File: src/rtl/rotation_matrix_to_quaternion_macros.svh
// Assertion macros for the rotation matrix to quaternion RTL.
`ifndef ROTATION_MATRIX_TO_QUATERNION_MACROS_SVH
`define ROTATION_MATRIX_TO_QUATERNION_MACROS_SVH

// Same-cycle implication, checked on every rising clock edge outside reset.
`define RMQ_ASSERT_NOW(lbl, ante, cons, msg) \
   lbl: assert property (@(posedge clock) disable iff (reset) (ante) |-> (cons)) \
      else $error(msg);

// Next-cycle implication, checked on every rising clock edge outside reset.
`define RMQ_ASSERT_NEXT(lbl, ante, cons, msg) \
   lbl: assert property (@(posedge clock) disable iff (reset) (ante) |=> (cons)) \
      else $error(msg);

`endif

File: src/rtl/rmq_pkg.sv
// Shared types and constants of the rotation matrix to quaternion pipeline.
package rmq_pkg;

   // Field and datapath widths.
   localparam int ENTRY_W     = 16;
   localparam int TRACE_W     = 18;
   localparam int RADS_W      = 19;
   localparam int RAD_W       = 17;
   localparam int D_W         = 17;
   localparam int SQRT_SHIFT  = 28;
   localparam int SQRT_STAGES = 23;
   localparam int ROOT_W      = SQRT_STAGES;
   localparam int REM_W       = ROOT_W + 1;
   localparam int QUO_W       = 15;
   localparam int DIV_SHIFT   = 20;
   localparam int NUM_W       = 1 + D_W + DIV_SHIFT;
   localparam int DIV_STAGES  = QUO_W + 1;
   localparam int LANES       = 3;
   localparam int ROUND_BIAS  = 128;
   localparam int OWN_SHIFT   = 8;
   localparam int Q14_ONE     = 16384;

   // Which component takes S/4.
   typedef enum logic [1:0] {
      OWN_X = 2'd0,
      OWN_Y = 2'd1,
      OWN_Z = 2'd2,
      OWN_W = 2'd3
   } rmq_own_type;

   // Data that rides alongside the square root and the divider.
   typedef struct packed {
      logic [LANES-1:0][D_W-1:0] d;
      rmq_own_type               own;
      logic                      degen;
   } rmq_side_type;

endpackage

File: src/rtl/rmq_sqrt.sv
// Pipelined integer square root, one result bit per register stage.
module rmq_sqrt
   import rmq_pkg::*;
(
   input  logic              clock,
   input  logic              reset,
   input  logic              adv,
   input  logic              in_valid,
   input  logic [RAD_W-1:0]  in_rad,
   input  rmq_side_type      in_side,
   output logic              out_valid,
   output logic [ROOT_W-1:0] out_root,
   output rmq_side_type      out_side
);

   logic              valid_ff [SQRT_STAGES];
   logic [RAD_W-1:0]  rad_ff   [SQRT_STAGES];
   logic [ROOT_W-1:0] res_ff   [SQRT_STAGES];
   logic [REM_W-1:0]  rem_ff   [SQRT_STAGES];
   rmq_side_type      side_ff  [SQRT_STAGES];

   genvar k;
   for (k = 0; k < SQRT_STAGES; k++) begin : g_stage
      logic                     prev_valid;
      logic [RAD_W-1:0]         prev_rad;
      logic [ROOT_W-1:0]        prev_res;
      logic [REM_W-1:0]         prev_rem;
      rmq_side_type             prev_side;
      logic [2*SQRT_STAGES-1:0] radicand;
      logic [1:0]               pair;
      logic [REM_W+1:0]         rem_sh;
      logic [REM_W+1:0]         trial;
      logic [REM_W+1:0]         diff;
      logic                     take;
      logic [ROOT_W-1:0]        res_in;
      logic [REM_W-1:0]         rem_in;

      // The first stage starts from an empty root and remainder.
      if (k == 0) begin : g_first
         assign prev_valid = in_valid;
         assign prev_rad   = in_rad;
         assign prev_res   = '0;
         assign prev_rem   = '0;
         assign prev_side  = in_side;
      end else begin : g_next
         assign prev_valid = valid_ff[k-1];
         assign prev_rad   = rad_ff[k-1];
         assign prev_res   = res_ff[k-1];
         assign prev_rem   = rem_ff[k-1];
         assign prev_side  = side_ff[k-1];
      end

      // Bring down the next bit pair and try to subtract 4*root + 1.
      assign radicand = {{(2*SQRT_STAGES-RAD_W-SQRT_SHIFT){1'b0}}, prev_rad,
                         {SQRT_SHIFT{1'b0}}};
      assign pair   = radicand[2*SQRT_STAGES-1-2*k -: 2];
      assign rem_sh = {prev_rem, pair};
      assign trial  = {1'b0, prev_res, 2'b01};
      assign diff   = rem_sh - trial;
      assign take   = (rem_sh >= trial);
      assign rem_in = take ? diff[REM_W-1:0] : rem_sh[REM_W-1:0];
      assign res_in = {prev_res[ROOT_W-2:0], take};

      always_ff @(posedge clock) begin
         if (reset) begin
            valid_ff[k] <= 1'b0;
         end else if (adv) begin
            valid_ff[k] <= prev_valid;
         end
      end

      always_ff @(posedge clock) begin
         if (adv) begin
            rad_ff[k]  <= prev_rad;
            res_ff[k]  <= res_in;
            rem_ff[k]  <= rem_in;
            side_ff[k] <= prev_side;
         end
      end
   end

   assign out_valid = valid_ff[SQRT_STAGES-1];
   assign out_root  = res_ff[SQRT_STAGES-1];
   assign out_side  = side_ff[SQRT_STAGES-1];

endmodule

File: config.mk
export PLATFORM = sky130hd
export DESIGN_NAME = rmq_sqrt
export DESIGN_NICKNAME = d
export VERILOG_FILES = /design/src/rtl/rotation_matrix_to_quaternion_macros.svh /design/src/rtl/rmq_pkg.sv /design/src/rtl/rmq_sqrt.sv
export SDC_FILE = /design/constraint.sdc
export NUM_CORES = 2
export LEC_CHECK = 0
export ABC_AREA = 1
export BUFFER_PORTS_ARGS = -buffer_cell sky130_fd_sc_hd__buf_2
export CORE_UTILIZATION = 58
export DETAILED_ROUTE_END_ITERATION = 8
export HOLD_SLACK_MARGIN = 0.06
export PLACE_DENSITY = 0.76
export SLEW_MARGIN = 20
export SYNTH_ARGS = -nofsm -noshare
export SYNTH_HDL_FRONTEND = slang
export SYNTH_SLANG_ARGS = --single-unit
export TNS_END_PERCENT = 30
File: constraint.sdc
create_clock -name clock -period 3.35 [get_ports clock]
set_clock_uncertainty 0.15 [all_clocks]
set_input_delay 0.1675 -clock clock [delete_from_list [all_inputs] [get_ports clock]]
set_output_delay 0.1675 -clock clock [all_outputs]
set_load 0.005 [all_outputs]
==> impl_metrics.py <==
metrics = {
    "sta": {
        "slew_headroom_pct": 43.2,
        "tightest_slew_ns": 0.852,
        "max_freq_ghz": 0.335,
        "fin_crit_sh_pct": 89.0,
        "min_period_ns": 2.98,
        "grt_setup_unrepaired": "no",
        "setup_tns_ns": 0,
        "finalMaxSlewViolations": 0,
        "setup_viol": 0,
        "hold_viol": 0,
    },
    "hold_path": {
        "min_path_cells": 0,
        "holdPathEnd": "side_ff[0][56]",
        "holdCritPathClass": "flop to flop",
        "min_from": "side_ff[0][2]",
    },
    "yosys": {
        "yosys.area.top_type_share_pct": 69.6,
        "synth_async_sr_flop_share_pct": 0,
        "ys_types": 51,
        "syn_inst": 7785,
        "ys_seq_area_share_pct": 69.6,
        "synth_area_leaders": "edfxtp_1 (70%), nand2_1 (9.0%), inv_1 (4.7%)",
        "synth_flop_cell": "edfxtp_1",
        "synth_nets": 8144,
        "ys_ff_latch": 2091,
        "ys_top_cells_by_count": "nand2_1 (2168), edfxtp_1 (2091), inv_1 (1126), nor2_1 (606), nand3_1 (401)",
        "ys_warn_count": 0,
        "synth_edf_count": 2091,
        "netlist_area_mm2": 0.0902,
        "avgSynthCellArea_um2": 11.6,
        "synth.most_common_cell": "nand2_1",
        "yosys.area.top_type": "edfxtp_1",
    },
    "layout": {
        "multi_input_area_mm2": 0.0226,
        "fill_cells": 11400,
        "final_nets": 8662,
        "final_core_util_pct": 66.1,
        "regArea_mm2": 0.0628,
        "drive_gt1_share_pct": 7.58,
        "syn_to_final_growth_pct": 13.1,
    },
    "floorplan": {
        "die_w_um": 396,
        "die_h_um": 396,
        "die_area_mm2": 0.157,
        "io_pins": 153,
        "rows": 144,
        "coreArea_mm2": 0.154,
        "start_util_pct": 58.5,
    },
    "job": {
        "maxCapViolCount": 0,
    },
    "cts": {
        "cts_tree": "yes",
        "htree_levels": 4,
        "clock_latency_ns": 0.84,
        "clk_path_buf_depth": 3,
        "clk_pin_slew_ns": 0.06,
        "cts_sinks": 2091,
        "cts_buffers": 201,
        "clk_root_buffer_cell": "clkbuf_16",
    },
    "pwr": {
        "p_seq_share_pct": 51.6,
        "combPwrFrac_pct": 12.4,
        "static-leakage-power_uw": 0.0421,
        "switching_share_pct": 26.5,
        "vdd_drop_max_mv": 0.507,
        "clkPwrFrac_pct": 36.0,
        "power.density_mw_per_mm2": 621,
        "power.switching_uw": 16800,
        "intPower_uw": 46600,
    },
    "run_status": {
        "status": "complete, but fails checks",
        "violations": "design-rule violations",
    },
    "placement": {
        "numPortBuffers": 152,
        "dp_hpwl_um": 138000,
        "place_congestion": 0.933,
    },
    "global_route": {
        "antenna_found_initial": 2,
        "grt_pass1_vias": 55000,
        "grt_max_degree": 153,
        "grt_usage_pct": 25.7,
        "grt-ovfl-total": 0,
        "grt_pass1_wl_um": 310000,
    },
    "setup_path": {
        "reg2regPathDepth": 14,
        "critPathCaptureType": "flop",
        "r2r_start": "rem_ff[2][73]",
        "crit_arrival_ns": 3.37,
        "r2r_slack_ns": 0.37,
        "path_max_fanout": 20,
        "worstSetupStartpointType": "flop",
        "r2r-end": "rem_ff[2][114]",
        "cp.required_ns": 3.74,
        "worstSetupPathType": "flop to flop",
        "startpoint": "rem_ff[2][73]",
    },
    "drt": {
        "wirelength_um": 201000,
        "route.vias.total": 55900,
        "met1_length_um": 84800,
        "dr_wl_met2_um": 101000,
        "viasPerCell": 5.31,
        "remaining_drc_errors": 27,
        "drt-initial-drc-count": 4205,
        "dr_wl_met3_um": 9950,
        "firstDrtPassIters": 9,
        "wl_per_cell_um": 19.1,
        "routed.top_layer": "met4",
        "antenna_left": 0,
    },
}
## final cells by class
type	instances	area share, %
sequential	2091	61.6
antenna	1	0.00245
inverter	1142	4.20
clock inverter	140	1.49
clock buffer	233	5.07
tap	2044	2.51
multi-input combinational	4495	22.2
timing repair buffer	372	2.99
## cells by family (layout without fill, tap and decap cells)
group	after synthesis	in the layout	share of synthesized area [%]
AO/OA/AOI/OAI	536	536	3.17
other	1	2	0.00416
adder cells (fa/ha/maj)	284	284	4.05
XOR/XNOR	159	159	1.54
buffers and inverters	1199	1887	5.27
flip-flops	2091	2091	69.6
AND/OR/NAND/NOR	3515	3515	16.3
## layer usage
layer,up-vias,global-route usage [%]
li1,27300,-
met1,26500,34.0
met2,1688,44.7
met5,-,0
met4,0,7.51
met3,358,3.21
## worst max-delay path by stage
| stage | to | depth (start not counted) |
|---|---|---|
| 3_5_place_dp | rem_ff[1][32] | 12 |
| 3_3_place_gp | rem_ff[1][32] | 12 |
| 2_1_floorplan | rem_ff[1][173] | 15 |
| 4_1_cts | rem_ff[2][114] | 14 |
| 5_1_grt | rem_ff[2][114] | 14 |
| 6_report | rem_ff[2][114] | 14 |
## registers in the layout, summed over array words and instances (netlist names)
register and flops:
rad_ff 79, rem_ff 492, res_ff 255, side_ff 1242, valid_ff 23
## cell usage in the layout, fill, tap and decap left out, drive strengths merged, types with 2 or more instances in the layout
master / netlist / routed
a211oi: 2 / 2
a21boi: 5 / 5
a21o: 5 / 5
a21oi: 289 / 289
a31oi: 4 / 4
and2: 9 / 9
and3: 4 / 4
buf: 55 / 225
bufinv: 0 / 18
clkbuf: 2 / 233
clkinv: 0 / 101
clkinvlp: 0 / 11
dlygate4sd3: 0 / 147
edfxtp: 2091 / 2091
fa: 13 / 13
ha: 271 / 271
inv: 1142 / 1152
nand2: 2186 / 2186
nand3: 418 / 418
nand3b: 73 / 73
nand4: 102 / 102
nor2: 624 / 624
nor3: 69 / 69
nor3b: 6 / 6
nor4: 5 / 5
o2111ai: 2 / 2
o211ai: 4 / 4
o21ai: 209 / 209
o21bai: 14 / 14
or2: 18 / 18
xnor2: 68 / 68
xor2: 91 / 91
## power by group through the flow
stage,sequential [µW],clock (µW),combinational (µW)
floorplan,32400,0,5250
global placement,33100,0,7470
detailed placement,33100,0,7540
CTS,32700,23200,7790
global route,32800,24200,8880
finish,32700,22800,7880
## critical path, cell delays in order, from the launching register on
cell and delay (ns):
edfxtp_1 0.42, inv_1 0.14, ha_1 0.22, inv_1 0.07, fa_1 0.39, inv_1 0.11, nand3_1 0.08, nand3_1 0.15
nand2_1 0.07, nand2_1 0.14, nand2_1 0.08, nand3_2 0.25, inv_2 0.24, nand2_1 0.13, nand2_1 0.06
## repair_timing
action                    4_1_cts  5_1_grt
resized for setup               0        0
hold buffers                  147        0
hold endpoints to repair     1167        0
setup buffers                   0        0
## metrics by stage
| step | std cells | cell area (µm²) | setup slack [ns] | hold slack [ns] | power [µW] |
|---|---|---|---|---|---|
| after floorplan | 7785 | 90200 | 0.867 | 0.116 | 37600 |
| after global placement | 9997 | 93800 | 0.410 | 0.195 | 40500 |
| after detailed placement | 9997 | 93800 | 0.396 | 0.196 | 40700 |
| after CTS | 10500 | 102000 | 0.383 | 0.185 | 63700 |
| after global routing | 10500 | 102000 | 0.0904 | 0.192 | 65900 |
| final | 10500 | 102000 | 0.368 | 0.214 | 63300 |
(Power assumes the default switching activity.)
